$ cat src/sv/wpp_pkg.sv
// ----------------------------------------------------------------------------
// wpp_pkg
// Shared types and constants of the WAV PCM byte stream parser.
// ----------------------------------------------------------------------------
package wpp_pkg;

  // Result kinds.
  typedef enum logic [1:0] {
    KIND_HEADER = 2'd0,
    KIND_SAMPLE = 2'd1,
    KIND_ERROR  = 2'd2
  } kind_t;

  // Error codes.
  typedef enum logic [2:0] {
    ERR_NOT_WAV      = 3'd0,
    ERR_BAD_CHANNELS = 3'd1,
    ERR_NOT_PCM      = 3'd2,
    ERR_BAD_BITS     = 3'd3,
    ERR_TRUNCATED    = 3'd4
  } err_code_t;

  // Parser phase. Codes without a member are handled as the skip phase.
  typedef enum logic [1:0] {
    PH_HEADER = 2'd0,
    PH_DATA   = 2'd1,
    PH_SKIP   = 2'd2
  } phase_t;

  // Little-endian four-byte tags as they sit in the field shift register.
  localparam logic [31:0] TAG_RIFF = 32'h4646_4952;
  localparam logic [31:0] TAG_WAVE = 32'h4556_4157;
  localparam logic [31:0] TAG_FMT  = 32'h2074_6D66;
  localparam logic [31:0] TAG_DATA = 32'h6174_6164;
  localparam logic [31:0] FMT_LEN  = 32'd16;

  // Depth of the result queue; an item may push two results at once.
  localparam int QDEPTH = 4;
  localparam int QCW    = $clog2(QDEPTH + 1);

  typedef struct packed {
    kind_t              kind;
    logic signed [15:0] sample_value;
    logic               channel;
    logic [31:0]        sample_rate;
    logic [4:0]         bits_per_sample;
    logic [1:0]         channel_count;
    logic [31:0]        frame_count;
    err_code_t          error_code;
    logic               last;
  } result_t;

  // Results produced by one accepted item, in order.
  typedef struct packed {
    logic [1:0] count;
    result_t    first;
    result_t    second;
  } wpp_push_t;

endpackage

$ cat src/sv/wpp_in_if.sv
// ----------------------------------------------------------------------------
// wpp_in_if
// Byte input channel: one file byte per item with an end-of-file flag.
// ----------------------------------------------------------------------------
interface wpp_in_if ();
  logic       valid;
  logic       ready;
  logic [7:0] in_byte;
  logic       stream_end;

  modport source (output valid, output in_byte, output stream_end, input ready);
  modport sink   (input valid, input in_byte, input stream_end, output ready);
endinterface

$ cat src/sv/wpp_out_if.sv
// ----------------------------------------------------------------------------
// wpp_out_if
// Result channel: header, sample or error items.
// ----------------------------------------------------------------------------
interface wpp_out_if ();
  logic               valid;
  logic               ready;
  logic [1:0]         kind;
  logic signed [15:0] sample_value;
  logic               channel;
  logic [31:0]        sample_rate;
  logic [4:0]         bits_per_sample;
  logic [1:0]         channel_count;
  logic [31:0]        frame_count;
  logic [2:0]         error_code;
  logic               last;

  modport source (output valid, output kind, output sample_value, output channel,
                  output sample_rate, output bits_per_sample, output channel_count,
                  output frame_count, output error_code, output last, input ready);
  modport sink   (input valid, input kind, input sample_value, input channel,
                  input sample_rate, input bits_per_sample, input channel_count,
                  input frame_count, input error_code, input last, output ready);
endinterface

$ cat src/sv/wpp_out_queue.sv
// ----------------------------------------------------------------------------
// wpp_out_queue
// Shifting result queue that takes up to two results per cycle and hands out
// one; the head entry is the registered output.
// ----------------------------------------------------------------------------
module wpp_out_queue import wpp_pkg::*; (
  input  logic      clk,
  input  logic      rst_n,
  input  wpp_push_t push,
  output logic      room,
  output logic      head_valid,
  input  logic      head_ready,
  output result_t   head
);

  result_t          q_r   [QDEPTH];
  result_t          q_nxt [QDEPTH];
  logic [QCW-1:0]   count_r, count_nxt;
  logic [QCW-1:0]   base;
  logic             pop;

  assign pop        = head_valid && head_ready;
  assign head_valid = (count_r != '0);
  assign head       = q_r[0];
  // Room for two results, so a full item never has to be split.
  assign room       = (count_r <= QCW'(QDEPTH - 2));

  always_comb begin
    base      = count_r - QCW'(pop);
    count_nxt = base + QCW'(push.count);
    for (int i = 0; i < QDEPTH; i++) begin
      if (pop && (i < QDEPTH - 1)) begin
        q_nxt[i] = q_r[i + 1];
      end else begin
        q_nxt[i] = q_r[i];
      end
      if ((push.count != 2'd0) && (QCW'(i) == base)) begin
        q_nxt[i] = push.first;
      end
      if ((push.count == 2'd2) && (QCW'(i) == base + QCW'(1))) begin
        q_nxt[i] = push.second;
      end
    end
  end

  always_ff @(posedge clk) begin
    if (!rst_n) begin
      count_r <= '0;
    end else begin
      count_r <= count_nxt;
    end
  end

  always_ff @(posedge clk) begin
    for (int i = 0; i < QDEPTH; i++) begin
      q_r[i] <= q_nxt[i];
    end
  end

endmodule

$ cat src/sv/wpp_parser.sv
// ----------------------------------------------------------------------------
// wpp_parser
// Header checker and sample decoder; turns one accepted byte into zero, one
// or two results.
// ----------------------------------------------------------------------------
module wpp_parser import wpp_pkg::*; (
  input  logic       clk,
  input  logic       rst_n,
  input  logic       in_fire,
  input  logic [7:0] in_byte,
  input  logic       stream_end,
  output wpp_push_t  push
);

  // Header byte positions at which a field is complete.
  localparam logic [5:0] IDX_RIFF  = 6'd3;
  localparam logic [5:0] IDX_WAVE  = 6'd11;
  localparam logic [5:0] IDX_FMT   = 6'd15;
  localparam logic [5:0] IDX_FLEN  = 6'd19;
  localparam logic [5:0] IDX_FMTID = 6'd21;
  localparam logic [5:0] IDX_CHANS = 6'd23;
  localparam logic [5:0] IDX_RATE  = 6'd27;
  localparam logic [5:0] IDX_BITS  = 6'd35;
  localparam logic [5:0] IDX_DATA  = 6'd39;
  localparam logic [5:0] IDX_LEN   = 6'd43;

  phase_t      phase_r, phase_nxt, phase_step;
  logic [5:0]  hdr_idx_r, hdr_idx_nxt;
  logic [31:0] field_shift_r, field_shift_nxt;
  logic        is_stereo_r, is_stereo_nxt;
  logic        is_wide_r, is_wide_nxt;
  logic [31:0] rate_hold_r, rate_hold_nxt;
  logic [31:0] samples_left_r, samples_left_nxt;
  logic [7:0]  low_byte_r, low_byte_nxt;
  logic        chan_tog_r, chan_tog_nxt;
  logic        byte_phase_r, byte_phase_nxt;

  logic [31:0] fs_in;
  logic [15:0] half;
  logic        hdr_bad;
  err_code_t   hdr_code;
  logic [1:0]  shift_amt;
  logic [31:0] frames;
  logic [31:0] samples_total;
  logic        sample_done;
  logic [31:0] samples_dec;
  logic        in_header, in_data, hdr_done;
  logic        trunc;
  result_t     main_res, trunc_res;
  logic        main_vld;

  assign fs_in         = {in_byte, field_shift_r[31:8]};
  assign half          = fs_in[31:16];
  assign shift_amt     = {1'b0, is_wide_r} + {1'b0, is_stereo_r};
  assign frames        = fs_in >> shift_amt;
  assign samples_total = is_stereo_r ? {frames[30:0], 1'b0} : frames;
  assign sample_done   = !is_wide_r || byte_phase_r;
  assign samples_dec   = samples_left_r - 32'd1;
  assign in_header     = (phase_r == PH_HEADER);
  assign in_data       = (phase_r == PH_DATA);
  assign hdr_done      = in_header && !hdr_bad && (hdr_idx_r == IDX_LEN);

  // Field checks, judged on the last byte of each field.
  always_comb begin
    hdr_bad  = 1'b0;
    hdr_code = ERR_NOT_WAV;
    unique case (hdr_idx_r)
      IDX_RIFF:  hdr_bad = (fs_in != TAG_RIFF);
      IDX_WAVE:  hdr_bad = (fs_in != TAG_WAVE);
      IDX_FMT:   hdr_bad = (fs_in != TAG_FMT);
      IDX_FLEN:  hdr_bad = (fs_in != FMT_LEN);
      IDX_FMTID: begin
        hdr_bad  = (half != 16'd1);
        hdr_code = ERR_NOT_PCM;
      end
      IDX_CHANS: begin
        hdr_bad  = (half != 16'd1) && (half != 16'd2);
        hdr_code = ERR_BAD_CHANNELS;
      end
      IDX_BITS: begin
        hdr_bad  = (half != 16'd8) && (half != 16'd16);
        hdr_code = ERR_BAD_BITS;
      end
      IDX_DATA:  hdr_bad = (fs_in != TAG_DATA);
      default:   hdr_bad = 1'b0;
    endcase
  end

  // Next phase.
  always_comb begin
    phase_step = phase_r;
    unique case (phase_r)
      PH_HEADER: begin
        if (hdr_bad) begin
          phase_step = PH_SKIP;
        end else if (hdr_idx_r == IDX_LEN) begin
          phase_step = (samples_total == '0) ? PH_SKIP : PH_DATA;
        end else if (hdr_idx_r > IDX_LEN) begin
          phase_step = PH_SKIP;
        end
      end
      PH_DATA: begin
        if (sample_done && (samples_dec == '0)) begin
          phase_step = PH_SKIP;
        end
      end
      default: phase_step = PH_SKIP;
    endcase
    phase_nxt = phase_r;
    if (in_fire) begin
      phase_nxt = stream_end ? PH_HEADER : phase_step;
    end
  end

  // Datapath registers.
  always_comb begin
    hdr_idx_nxt      = hdr_idx_r;
    field_shift_nxt  = field_shift_r;
    is_stereo_nxt    = is_stereo_r;
    is_wide_nxt      = is_wide_r;
    rate_hold_nxt    = rate_hold_r;
    samples_left_nxt = samples_left_r;
    low_byte_nxt     = low_byte_r;
    chan_tog_nxt     = chan_tog_r;
    byte_phase_nxt   = byte_phase_r;
    if (in_fire) begin
      if (in_header) begin
        field_shift_nxt = fs_in;
        hdr_idx_nxt     = hdr_idx_r + 6'd1;
        if (!hdr_bad) begin
          if (hdr_idx_r == IDX_CHANS) begin
            is_stereo_nxt = (half == 16'd2);
          end
          if (hdr_idx_r == IDX_RATE) begin
            rate_hold_nxt = fs_in;
          end
          if (hdr_idx_r == IDX_BITS) begin
            is_wide_nxt = (half == 16'd16);
          end
          if (hdr_idx_r == IDX_LEN) begin
            samples_left_nxt = samples_total;
            chan_tog_nxt     = 1'b0;
            byte_phase_nxt   = 1'b0;
          end
        end
      end else if (in_data) begin
        if (!sample_done) begin
          low_byte_nxt   = in_byte;
          byte_phase_nxt = 1'b1;
        end else begin
          byte_phase_nxt   = 1'b0;
          samples_left_nxt = samples_dec;
          chan_tog_nxt     = chan_tog_r ^ is_stereo_r;
        end
      end
      if (stream_end) begin
        hdr_idx_nxt      = '0;
        field_shift_nxt  = '0;
        is_stereo_nxt    = 1'b0;
        is_wide_nxt      = 1'b0;
        rate_hold_nxt    = '0;
        samples_left_nxt = '0;
        low_byte_nxt     = '0;
        chan_tog_nxt     = 1'b0;
        byte_phase_nxt   = 1'b0;
      end
    end
  end

  // Results of this byte.
  always_comb begin
    main_res  = result_t'('0);
    trunc_res = result_t'('0);
    main_vld  = 1'b0;
    if (in_header && hdr_bad) begin
      main_vld            = 1'b1;
      main_res.kind       = KIND_ERROR;
      main_res.error_code = hdr_code;
      main_res.last       = 1'b1;
    end else if (hdr_done) begin
      main_vld                 = 1'b1;
      main_res.kind            = KIND_HEADER;
      main_res.sample_rate     = rate_hold_r;
      main_res.bits_per_sample = is_wide_r ? 5'd16 : 5'd8;
      main_res.channel_count   = is_stereo_r ? 2'd2 : 2'd1;
      main_res.frame_count     = frames;
      main_res.last            = (samples_total == '0);
    end else if (in_data && sample_done) begin
      main_vld              = 1'b1;
      main_res.kind         = KIND_SAMPLE;
      main_res.sample_value = is_wide_r ? {in_byte, low_byte_r}
                                        : {{8{~in_byte[7]}}, ~in_byte[7], in_byte[6:0]};
      main_res.channel      = is_stereo_r & chan_tog_r;
      main_res.last         = (samples_dec == '0);
    end
    trunc = stream_end && ((phase_step == PH_HEADER) || (phase_step == PH_DATA));
    trunc_res.kind       = KIND_ERROR;
    trunc_res.error_code = ERR_TRUNCATED;
    trunc_res.last       = 1'b1;

    push = wpp_push_t'('0);
    if (in_fire) begin
      if (main_vld) begin
        push.first  = main_res;
        push.second = trunc_res;
        push.count  = trunc ? 2'd2 : 2'd1;
      end else if (trunc) begin
        push.first = trunc_res;
        push.count = 2'd1;
      end
    end
  end

  always_ff @(posedge clk) begin
    if (!rst_n) begin
      phase_r        <= PH_HEADER;
      hdr_idx_r      <= '0;
      field_shift_r  <= '0;
      is_stereo_r    <= 1'b0;
      is_wide_r      <= 1'b0;
      rate_hold_r    <= '0;
      samples_left_r <= '0;
      low_byte_r     <= '0;
      chan_tog_r     <= 1'b0;
      byte_phase_r   <= 1'b0;
    end else begin
      phase_r        <= phase_nxt;
      hdr_idx_r      <= hdr_idx_nxt;
      field_shift_r  <= field_shift_nxt;
      is_stereo_r    <= is_stereo_nxt;
      is_wide_r      <= is_wide_nxt;
      rate_hold_r    <= rate_hold_nxt;
      samples_left_r <= samples_left_nxt;
      low_byte_r     <= low_byte_nxt;
      chan_tog_r     <= chan_tog_nxt;
      byte_phase_r   <= byte_phase_nxt;
    end
  end

endmodule

$ cat src/sv/wav_pcm_stream_parser.sv
// ----------------------------------------------------------------------------
// wav_pcm_stream_parser
// Byte-serial parser for RIFF WAVE files holding 8- or 16-bit PCM audio.
// ----------------------------------------------------------------------------
//
//   Channel   Direction  Handshake      Item contents
//   in_chan   in         valid / ready  in_byte, stream_end
//   out_chan  out        valid / ready  kind, sample_value, channel,
//                                       sample_rate, bits_per_sample,
//                                       channel_count, frame_count,
//                                       error_code, last
//
// One byte item is accepted per cycle while the queue has room. Each byte is
// decoded in the cycle it is accepted and its results land in a four-entry
// result queue, whose head is the registered output. A byte may produce two
// results (a header or sample followed by a truncation error); the queue then
// drains them one per cycle while the output is ready. in_chan.ready
// is high while the queue has room for two results, so with the output
// taking one result per cycle the input never stalls. Reset (rst_n low,
// synchronous) returns the parser to the start of a header and empties the
// queue.
//
// The header is checked field by field in strict order, every field judged
// on its last byte. A failing field reports one error item with last set;
// the following bytes are dropped until stream_end, which always returns the
// parser to the start of a new file. After the 44-byte header, samples are
// emitted with the channel alternating for stereo files.
// ----------------------------------------------------------------------------
module wav_pcm_stream_parser import wpp_pkg::*; (
  input logic     clk,
  input logic     rst_n,
  wpp_in_if.sink  in_chan,
  wpp_out_if.source out_chan
);

  wpp_push_t push;
  logic      room;
  logic      in_fire;
  result_t   head;

  assign in_chan.ready = room;
  assign in_fire       = in_chan.valid && room;

  // Header checks, sample assembly and the parse state.
  wpp_parser u_parser (
    .clk        (clk),
    .rst_n      (rst_n),
    .in_fire    (in_fire),
    .in_byte    (in_chan.in_byte),
    .stream_end (in_chan.stream_end),
    .push       (push)
  );

  // Result queue; its head drives the output channel directly.
  wpp_out_queue u_queue (
    .clk        (clk),
    .rst_n      (rst_n),
    .push       (push),
    .room       (room),
    .head_valid (out_chan.valid),
    .head_ready (out_chan.ready),
    .head       (head)
  );

  assign out_chan.kind            = head.kind;
  assign out_chan.sample_value    = head.sample_value;
  assign out_chan.channel         = head.channel;
  assign out_chan.sample_rate     = head.sample_rate;
  assign out_chan.bits_per_sample = head.bits_per_sample;
  assign out_chan.channel_count   = head.channel_count;
  assign out_chan.frame_count     = head.frame_count;
  assign out_chan.error_code      = head.error_code;
  assign out_chan.last            = head.last;

endmodule

$ cat src/flat_wrapper.sv
// flat-port wrapper written by rule: the top's interface ports become plain ports
module wav_pcm_stream_parser_flat import wpp_pkg::*;
  (clk, rst_n, in_chan_valid, in_chan_in_byte, in_chan_stream_end, in_chan_ready, out_chan_valid, out_chan_kind, out_chan_sample_value, out_chan_channel, out_chan_sample_rate, out_chan_bits_per_sample, out_chan_channel_count, out_chan_frame_count, out_chan_error_code, out_chan_last, out_chan_ready);
  wpp_in_if in_chan_i ();
  wpp_out_if out_chan_i ();
  input logic clk;
  input logic rst_n;
  input wire logic [$bits(in_chan_i.valid)-1:0] in_chan_valid;
  input wire logic [$bits(in_chan_i.in_byte)-1:0] in_chan_in_byte;
  input wire logic [$bits(in_chan_i.stream_end)-1:0] in_chan_stream_end;
  output wire logic [$bits(in_chan_i.ready)-1:0] in_chan_ready;
  output wire logic [$bits(out_chan_i.valid)-1:0] out_chan_valid;
  output wire logic [$bits(out_chan_i.kind)-1:0] out_chan_kind;
  output wire logic [$bits(out_chan_i.sample_value)-1:0] out_chan_sample_value;
  output wire logic [$bits(out_chan_i.channel)-1:0] out_chan_channel;
  output wire logic [$bits(out_chan_i.sample_rate)-1:0] out_chan_sample_rate;
  output wire logic [$bits(out_chan_i.bits_per_sample)-1:0] out_chan_bits_per_sample;
  output wire logic [$bits(out_chan_i.channel_count)-1:0] out_chan_channel_count;
  output wire logic [$bits(out_chan_i.frame_count)-1:0] out_chan_frame_count;
  output wire logic [$bits(out_chan_i.error_code)-1:0] out_chan_error_code;
  output wire logic [$bits(out_chan_i.last)-1:0] out_chan_last;
  input wire logic [$bits(out_chan_i.ready)-1:0] out_chan_ready;
  assign in_chan_i.valid = in_chan_valid;
  assign in_chan_i.in_byte = in_chan_in_byte;
  assign in_chan_i.stream_end = in_chan_stream_end;
  assign in_chan_ready = in_chan_i.ready;
  assign out_chan_valid = out_chan_i.valid;
  assign out_chan_kind = out_chan_i.kind;
  assign out_chan_sample_value = out_chan_i.sample_value;
  assign out_chan_channel = out_chan_i.channel;
  assign out_chan_sample_rate = out_chan_i.sample_rate;
  assign out_chan_bits_per_sample = out_chan_i.bits_per_sample;
  assign out_chan_channel_count = out_chan_i.channel_count;
  assign out_chan_frame_count = out_chan_i.frame_count;
  assign out_chan_error_code = out_chan_i.error_code;
  assign out_chan_last = out_chan_i.last;
  assign out_chan_i.ready = out_chan_ready;
  wav_pcm_stream_parser u_core (.clk(clk), .rst_n(rst_n), .in_chan(in_chan_i), .out_chan(out_chan_i));
endmodule
$ cat config.mk
export PLATFORM = sky130hd
export DESIGN_NAME = wav_pcm_stream_parser_flat
export DESIGN_NICKNAME = d
export VERILOG_FILES = /design/src/sv/wpp_pkg.sv /design/src/sv/wpp_in_if.sv /design/src/sv/wpp_out_if.sv /design/src/sv/wpp_out_queue.sv /design/src/sv/wpp_parser.sv /design/src/sv/wav_pcm_stream_parser.sv /design/src/flat_wrapper.sv
export SDC_FILE = /design/constraint.sdc
export NUM_CORES = 1
export LEC_CHECK = 0
export ABC_AREA = 0
export BUFFER_PORTS_ARGS = -buffer_cell sky130_fd_sc_hd__buf_4
export CAP_MARGIN = 30
export CORE_UTILIZATION = 45
export DETAILED_ROUTE_END_ITERATION = 6
export PLACE_DENSITY = 0.67
export RECOVER_POWER = 50
export SYNTH_ARGS = -nofsm -noshare
export SYNTH_HDL_FRONTEND = slang
export SYNTH_SLANG_ARGS = --single-unit
export TNS_END_PERCENT = 20
$ cat constraint.sdc
create_clock -name clk -period 5.11 [get_ports clk]
set_input_delay 0.2555 -clock clk [delete_from_list [all_inputs] [get_ports clk]]
set_output_delay 0.2555 -clock clk [all_outputs]
set_load 0.05 [all_outputs]
# [After elaboration in Yosys (flattened, before gate mapping)]
# Memories as Yosys holds them, arrays and structs flattened.
# Index checks and enable logic that the tools add are counted.
[totals] inputBits=13 memories=1 mem_bits_rw=376 regBits=119 word_cells=181 rom_bits=0 latch_bits=0 out_inout_bits=96
[classes] addsub=6 muxes=78 n_eq_ne=35 div_mod_pow=0 n_shift=1 multipliers=0 magnitude_cmp=2 bitwise_logic=3 reduce_logical=44
[memory_table] name="u_core.u_queue.q_r" words=4 word_bits=94 rd=4 rd_clocked_by_memory_dff=0 write_ports=4 line_no="wpp_out_queue.sv:16" text="result_t q_r [QDEPTH];"
[op_table] operator="two-way mux 94 bit" count=12
[op_table] operator="two-way mux 32 bit" count=13
[op_table] operator="two-way mux 190 bit" count=1
[op_table] operator="two-way mux 96 bit" count=1
[op_table] operator="!= test 32 x 31 -> 1 bit, second input constant" count=3
[op_table] operator="two-way mux 95 bit" count=1
[op_table] operator="two-way mux 88 bit" count=1
[op_table] operator="two-way mux 71 bit" count=1
[op_table] operator="logical NOT 32 bit" count=2
[op_table] operator="two-way mux 8 bit" count=4
[op_table] operator="!= test 32 x 30 -> 1 bit, second input constant" count=1
[op_table] operator="!= test 32 x 5 -> 1 bit, second input constant" count=1
[op_table] operator="right shift 32 x 2 -> 32 bit" count=1
[op_table] operator="subtractor 32 x 1 -> 32 bit, second input constant" count=1
[op_table] operator="two-way mux 1 bit" count=25
[op_table] operator="== test 6 x 5 -> 1 bit, second input constant" count=4
[op_table] operator="AND reduction 4 bit" count=5
[op_table] operator="== test 6 bit, second input constant" count=3
[op_table] operator="logical AND 1 bit" count=18
[op_table] operator="two-way mux 18 bit" count=1
[op_table] operator="two-way mux 2 bit" count=9
[op_table] operator="two-way mux 17 bit" count=1
[op_table] operator="== test 16 x 2 -> 1 bit, second input constant" count=1
[op_table] operator="== test 16 x 5 -> 1 bit, second input constant" count=1
[op_table] operator="other kinds (38)" count=58

# [Logic depth before layout (Yosys ltp)]
# Gate-level depths: netlist of run 1.
[depth] word_depth=18 depth_mapped=20 mapped_depth_nobuf=16

# [Modules after synthesis]
# A second synthesis of run 1 with hierarchy kept.
[hier_totals] cells_unflattened=3258 area_unflattened_um2=30017.5
[modules_own_cells] module="wpp_out_queue" instances=1 seq_area_each_um2=11350.9 area_per_inst_um2=21136.5 cells_per_inst=2002
[modules_own_cells] module="wpp_parser" instances=1 seq_area_each_um2=2162.1 area_per_inst_um2=8874.8 cells_per_inst=1255
[modules_own_cells] module="wav_pcm_stream_parser" instances=1 seq_area_each_um2=0.0 area_per_inst_um2=6.3 cells_per_inst=1

# [Worst setup path after synthesis of run 1]
# No wires, ideal clock.
[synth_path] path_kind="flip-flop to flip-flop" from="reg u_core.u_parser.samples_left_r[0]" to="mem u_core.u_queue.q_r[0][72] (netlist name)" path_slack_ns=0.414 path_buffers=3 arrival_time_ns=4.568 required_ns=4.982 path_stages_with_launch=17 setup_time_ns=0.128 period_less_slack_ns=4.696 path_cell_list="dfxtp_1 -> inv_1 -> ha_1 -> or3b_2 -> clkbuf_1 -> nor4_1 -> xnor2_1 -> and4b_1 -> o2111ai_1 -> o41ai_2 -> nor2_1 -> ha_1 -> nand4b_1 -> nor3_1 -> clkbuf_1 -> clkbuf_1 -> nor2_1"
[synth_rtl] element="from (decl)" line_no="wpp_parser.sv:33" text="logic [31:0] samples_left_r, samples_left_nxt;"
[synth_rtl] element="from (signal assigned)" line_no="wpp_parser.sv:233" text="samples_left_r <= samples_left_nxt;"
[synth_rtl] element="to (decl)" line_no="wpp_out_queue.sv:16"

==> flow_metrics.env, run 1 <==
export IMPL_slew_violations=64
export IMPL_clock_sinks=475
export IMPL_finalCritPeriodShare=0.935
export IMPL_synthArstFlopShare=0
export IMPL_cap_violations=2
export IMPL_finalWirelength_um=72500
export IMPL_start_util=0.455
export IMPL_setup_violations=0
export IMPL_min_path_type="input port to flip-flop"
export IMPL_antenna_left=0
export IMPL_path_delay_family="simple AND/OR/NAND/NOR gates"
export IMPL_dp_hpwl_um=47800
export IMPL_layout_commonest_cell="nand2_1"
export IMPL_core_rowCount=84
export IMPL_cts_hold_buf=2
export IMPL_routedWlPerCell_um=17.7
export IMPL_status="finished with violations"
export IMPL_layout_common_cells="794 x nand2_1, 571 x a21oi_1, 463 x dfxtp_1"
export IMPL_die_area_um2=54100
export IMPL_pin_count=109
export IMPL_syn_area_per_cell_um2=7.06
export IMPL_grt_max_degree=227
export IMPL_ys_seq_elements=475
export IMPL_drtIter0Drc=2330
export IMPL_cp_required_ns=5.55
export IMPL_chipWidth_um=233
export IMPL_track_usage=0.264
export IMPL_fp_dieH_um=233
export IMPL_post_route_drc_count=0
export IMPL_grt_pass1_wl_um=116000
export IMPL_vdd_drop_max_v=0.000348
export IMPL_fmax_mhz=209
export IMPL_crit_chain="inv_1 > ha_1 > or3b_2 > nor4_1 > xnor2_1 > and4b_1 > o2111ai_1 > o41ai_2 > buf_4 > nor2_1 > ha_1 > o211ai_1 > buf_4 > or2_2 > or4_1 > a31oi_1"
export IMPL_drive_gt1_frac=0.0748
export IMPL_cts_max_path_buffers=3
export IMPL_hold_viol=0
export IMPL_synth_edf_count=12
export IMPL_end_kind="flip-flop"
export IMPL_gp_congestion=0.974
export IMPL_io_buffers=105
export IMPL_worstMarginPinSlew_ns=1.76
export IMPL_leakagePower_nw=9.58
export IMPL_top_layer="met4"
export IMPL_dr_total_vias=23600
export IMPL_crit_arrival_ns=5.22
export IMPL_cp_slowest_cell="or3b_2"
export IMPL_yosysSeqAreaShare=0.402
export IMPL_cts_resized=0
export IMPL_startpoint_type="flip-flop"
export IMPL_post_cts_buffers=0
export IMPL_final_area_um2=26800
export IMPL_ctsRootBufferMaster="clkbuf_16"
export IMPL_fin_setup_tns_ns=0
export IMPL_cpPeakStageDelay_ns=0.56
export IMPL_fin_crit_ns=4.78
export IMPL_grt_pass1_vias=21200
export IMPL_path_class="flip-flop to flip-flop"
export IMPL_cp_num_buf_inv=3
export IMPL_wl_met3_um=4900
export IMPL_place_area_um2=25600
export IMPL_drt_met1_wl_um=32000
export IMPL_multiInputGateArea_um2=13100
export IMPL_grt_overflow=0
export IMPL_clkTransAtPathRegs_ns=0.06
export IMPL_core_area_um2=52600
export IMPL_syn_instance_count=3391
export IMPL_pwr_density_cell_nw_per_um2=346
export IMPL_syn2layout_area_growth_pct=11.9
export IMPL_synthFlopType="dfxtp_1"
export IMPL_wl_met2_um=33000
export IMPL_numCtsBuffers=51
export IMPL_netlist_area_um2=23900
export IMPL_synth_cell_types=80
export IMPL_skew_ns=0.0345
export IMPL_nFillCells=5322
export IMPL_clk_latency_ns=0.62
export IMPL_slew_headroom=-0.176
export IMPL_cts_htree_levels=2
export IMPL_seqCellArea_um2=9630
export IMPL_synth_warnings=0
export IMPL_first_pass_iters=6
export IMPL_cp_max_fo=6
export IMPL_vias_per_cell=5.77
export IMPL_violations="max-capacitance violations, max-slew violations"
export IMPL_rsz0062_at_grt="false"
export IMPL_cts_tree="built"
export IMPL_antenna_found_initial=1
export IMPL_nets=3384
[state kept, by name, indices dropped and copies added (netlist names)]
| name | flops |
|---|---|
| u_core.u_queue.q_r | 364 |
| u_core.u_parser.rate_hold_r | 32 |
| u_core.u_parser.samples_left_r | 32 |
| u_core.u_parser.field_shift_r | 24 |
| u_core.u_parser.low_byte_r | 8 |
| u_core.u_parser.hdr_idx_r | 6 |
| u_core.u_queue.count_r | 3 |
| u_core.u_parser.phase_r | 2 |
| u_core.u_parser.byte_phase_r | 1 |
| u_core.u_parser.chan_tog_r | 1 |
| u_core.u_parser.is_stereo_r | 1 |
| u_core.u_parser.is_wide_r | 1 |
[routing by layer]
metal | GRT usage | vias to the layer above
met5 | 0 | -
met2 | 0.421 | 809
met4 | 0.105 | 0
met3 | 0.0353 | 163
met1 | 0.360 | 11000
li1 | - | 11600
[final timing paths]
kind                            slack (ns)                               from                         endpoint  depth (start not counted)
worst max-delay path                  0.33  u_core.u_parser.samples_left_r[1]        u_core.u_queue.q_r[0][93]                         16
worst min-delay path                  0.05                 in_chan_in_byte[1]  u_core.u_parser.rate_hold_r[25]                          3
worst max register to register        0.33  u_core.u_parser.samples_left_r[1]        u_core.u_queue.q_r[0][93]                         16
worst min register to register        0.45          u_core.u_queue.q_r[3][36]        u_core.u_queue.q_r[3][36]                          2
[tightest hold or removal path: stages]
cell and delay, ns:
buf_4 0.20, nand3_1 0.09, o21ai_1 0.05
[area by class of cell]
class	count	share of cell area
Timing Repair Buffer	220	0.0567
Sequential cell	475	0.360
Clock inverter	15	0.00463
Inverter	25	0.00388
Multi-Input combinational cell	2585	0.489
Clock buffer	76	0.0538
Tap cell	688	0.0322
Antenna cell	1	0.0000935
[per-stage QoR]
stage / setup WS (ns) / instances / power (mW) / utilization / hold WS (ns)
floorplan: 0.414 / 3393 / 5.27 / - / 0.437
global placement: 0.229 / 3988 / 5.84 / 0.486 / 0.443
detailed placement: 0.380 / 3991 / 5.85 / 0.487 / 0.447
CTS: 0.380 / 4084 / 9.34 / 0.517 / 0.00492
global route: 0.0196 / 4085 / 9.64 / 0.509 / 0.0356
finish: 0.332 / 4085 / 9.25 / 0.509 / 0.0460
[cell usage after synthesis (25+ instances only)]
cell,n,area (µm²)
nor4_1,25,156
o21ai_0,70,350
nand2_1,795,2980
nor2b_1,58,363
a21oi_1,571,2860
o21ai_1,34,170
dfxtp_1,463,9270
buf_1,26,97.6
nor2_1,401,1510
mux2i_1,36,360
a31oi_1,118,738
clkbuf_1,264,991
a22oi_1,51,383
nand3_1,82,410
nor3_1,44,220
[where the power goes]
part	internal, mW	total [mW]	switching (mW)
clock	1.95	3.50	1.54
sequential	3.81	3.87	0.0572
combinational	0.377	1.89	1.51
total	6.14	9.25	3.11
[logic make-up (layout without fill, tap and decap cells)]
family,Yosys count,in the layout,share of synthesized area
other,1,4,0.000157
buffers and inverters,333,336,0.0540
muxes,56,56,0.0254
AOI/OAI and AO/OA,944,944,0.223
and+or+nand+nor,1540,1540,0.277
xor gates and xnor gates,29,29,0.0106
DFF,475,475,0.402
adders and majority gates,13,13,0.00711
Power figures use the tool's default switching activity.
==> inputs of run 2 (changes only) <==
--- a/config.mk
+++ b/config.mk
@@ -10,8 +10,10 @@
 export CAP_MARGIN = 30
 export CORE_UTILIZATION = 45
 export DETAILED_ROUTE_END_ITERATION = 6
-export PLACE_DENSITY = 0.67
+export HOLD_SLACK_MARGIN = 0.15
+export PLACE_DENSITY = 0.7
 export RECOVER_POWER = 50
+export REMOVE_ABC_BUFFERS = 1
 export SYNTH_ARGS = -nofsm -noshare
 export SYNTH_HDL_FRONTEND = slang
 export SYNTH_SLANG_ARGS = --single-unit
==> constraint.sdc (replaced) <==
create_clock -name clk -period 3.85 [get_ports clk]
set_input_delay 0.1925 -clock clk [delete_from_list [all_inputs] [get_ports clk]]
set_output_delay 0.1925 -clock clk [all_outputs]
set_load 0.05 [all_outputs]
==> flow_metrics.env, run 2 (same netlist as run 1, synthesis figures left out) <==
export IMPL_skew_ns=0.0210
export IMPL_reg2reg_depth=22
export IMPL_final_core_util=0.604
export IMPL_dp_hpwl_um=51000
export IMPL_r2r_start="u_core.u_parser.samples_left_r[0]"
export IMPL_nFillCells=4670
export IMPL_status="finished with violations"
export IMPL_crit_arrival_ns=4.81
export IMPL_drtIter0Drc=2906
export IMPL_final_area_um2=31700
export IMPL_finalWirelength_um=86600
export IMPL_clock_sinks=475
export IMPL_fmax_mhz=231
export IMPL_post_route_drc_count=1
export IMPL_cpPeakStageDelay_ns=0.40
export IMPL_die_area_um2=54100
export IMPL_r2r_slack_ns=-0.48
export IMPL_top_register="u_core.u_queue.q_r"
export IMPL_numCtsBuffers=51
export IMPL_ctsRootBufferMaster="clkbuf_16"
export IMPL_diodes=0
export IMPL_pwr_density_cell_nw_per_um2=436
export IMPL_track_usage=0.287
export IMPL_setup_slack_ns=-0.480
export IMPL_io_buffers=105
export IMPL_clk_latency_ns=0.60
export IMPL_crit_chain="inv_1 > ha_1 > buf_4 > or3b_4 > buf_4 > nor3_1 > mux2_2 > a2111oi_2 > o2111ai_4 > o41ai_4 > nor2_1 > ha_1 > o211ai_1 > buf_4 > buf_6 > nor2_4 > buf_12 > clkbuf_16 > clkbuf_16 > a21oi_2 > a31oi_1 > nor2_1"
export IMPL_fp_dieH_um=233
export IMPL_grt_pass1_vias=22600
export IMPL_core_rowCount=84
export IMPL_slew_violations=0
export IMPL_layout_commonest_cell="nand2_1"
export IMPL_start_util=0.455
export IMPL_nets=3734
export IMPL_cap_violations=0
export IMPL_place_area_um2=27600
export IMPL_finalCritPeriodShare=1.12
export IMPL_clkTransAtPathRegs_ns=0.06
export IMPL_grt_pass1_wl_um=126000
export IMPL_antenna_left=0
export IMPL_hold_viol=0
export IMPL_cts_htree_levels=2
export IMPL_violations="design-rule violations, negative setup slack"
export IMPL_grt_max_degree=183
export IMPL_place_ws_ns=-0.831
export IMPL_worst_path_most_repeated_cell="buf_4"
export IMPL_vias_per_cell=5.85
export IMPL_pin_count=109
export IMPL_cp_required_ns=4.33
export IMPL_cts_tree="built"
export IMPL_holdPathEnd="u_core.u_parser.is_wide_r"
export IMPL_path_class="flip-flop to flip-flop"
export IMPL_end_kind="flip-flop"
export IMPL_cts_max_path_buffers=3
export IMPL_gp_congestion=1.00
export IMPL_core_area_um2=52600
export IMPL_top_regs="u_core.u_queue.q_r (364), u_core.u_parser.rate_hold_r (32), u_core.u_parser.samples_left_r (32)"
export IMPL_first_pass_iters=7
export IMPL_reg2reg_to="u_core.u_queue.q_r[2][72]"
export IMPL_drive_gt1_frac=0.209
export IMPL_worstHoldStart="in_chan_in_byte[1]"
export IMPL_worstMarginPinSlew_ns=1.03
export IMPL_routedWlPerCell_um=19.5
export IMPL_startpoint_type="flip-flop"
export IMPL_antenna_found_initial=0
export IMPL_min_path_type="input port to flip-flop"
export IMPL_fin_crit_ns=4.33
export IMPL_vdd_drop_max_v=0.000444
export IMPL_dr_total_vias=25900
export IMPL_slew_headroom=0.315
export IMPL_leakagePower_nw=11.8
export IMPL_layout_common_cells="789 x nand2_1, 495 x a21oi_1, 459 x dfxtp_1"
export IMPL_cp_max_fo=6
export IMPL_finalPower_mw=13.8
export IMPL_syn2layout_area_growth_pct=32.6
export IMPL_largest_register_ffs=364
export IMPL_rsz0062_at_grt="true"
export IMPL_timing_hold_ws_ns=0.211
export IMPL_grt_overflow=0
export IMPL_chipWidth_um=233
export IMPL_setup_violations=378
export IMPL_cp_slowest_cell="a2111oi_2"
export IMPL_holdPathStages=6
run 2: cell types whose count changed in the layout (fill, tap and decap cells not counted), moves of 20 or more:
cell / delta
a21oi_1: -76
a21oi_2: +68
a31oi_1: -21
buf_12: +24
buf_4: +246
buf_6: +40
clkbuf_16: +20
nor2_1: -30
o21ai_0: -34
o21ai_1: +33
run 2: worst max-delay path by stage:
stage	start	to	slack (ns)	depth (start not counted)
2_1_floorplan	u_core.u_queue.count_r[1]	u_core.u_queue.q_r[0][3]	-15.33	10
3_3_place_gp	u_core.u_parser.is_stereo_r	u_core.u_queue.q_r[0][63]	-0.73	19
3_5_place_dp	u_core.u_parser.is_wide_r	u_core.u_queue.q_r[0][42]	-0.83	19
4_1_cts	u_core.u_parser.samples_left_r[0]	u_core.u_queue.q_r[0][81]	-0.31	19
5_1_grt	u_core.u_parser.samples_left_r[0]	u_core.u_queue.q_r[2][72]	-0.62	22
6_report	u_core.u_parser.samples_left_r[0]	u_core.u_queue.q_r[2][72]	-0.48	22
run 2: final cells by class:
cell class | instances | area (µm²) | share of cell area
tap | 688 | 861 | 0.0271
inverter | 25 | 104 | 0.00327
sequential | 475 | 9630 | 0.304
clock inverter | 14 | 159 | 0.00501
clock buffer | 76 | 1490 | 0.0470
timing repair buffer | 570 | 5340 | 0.168
multi-input combinational | 2585 | 14100 | 0.446
run 2: critical path, delay by kind of cell, from the launching register on:
kind | cells | cell delay [ns]
flops | 1 | 0.34
fa+ha+maj | 2 | 0.54
simple gates | 5 | 0.61
buf+inv | 8 | 1.15
mux | 1 | 0.28
compound gates | 6 | 1.28
run 2: repair_timing:
item | CTS | global route
endpoints found under the setup margin | 379 | 379
hold buffers | 11 | 0
setup buffers | 36 | 11
cloned | 14 | 24
pin swaps | 68 | 50
resized for setup | 116 | 200
hold endpoints to repair | 59 | 0
run 2: power by group:
part	internal (mW)	switching, mW
logic	1.21	2.53
clock network	2.87	2.09
registers	5.06	0.0683
total	9.14	4.68
run 2: per-layer routing:
layer / wire (µm) / up-vias / GRT usage
met4: 3430 / 0 / 0.100
met5: 0 / - / 0
met1: 37500 / 12400 / 0.393
met2: 39100 / 1078 / 0.460
met3: 6540 / 201 / 0.0400
li1: - / 12300 / -
run 2: metrics by stage:
| step | instances | TNS, ns |
|---|---|---|
| final | 4433 | -119.33 |
| after global routing | 4433 | -173.21 |
| after CTS | 4401 | -76.92 |
| after detailed placement | 4250 | -234.82 |
| after global placement | 4249 | -208.38 |
| after floorplan | 3085 | -5428.02 |
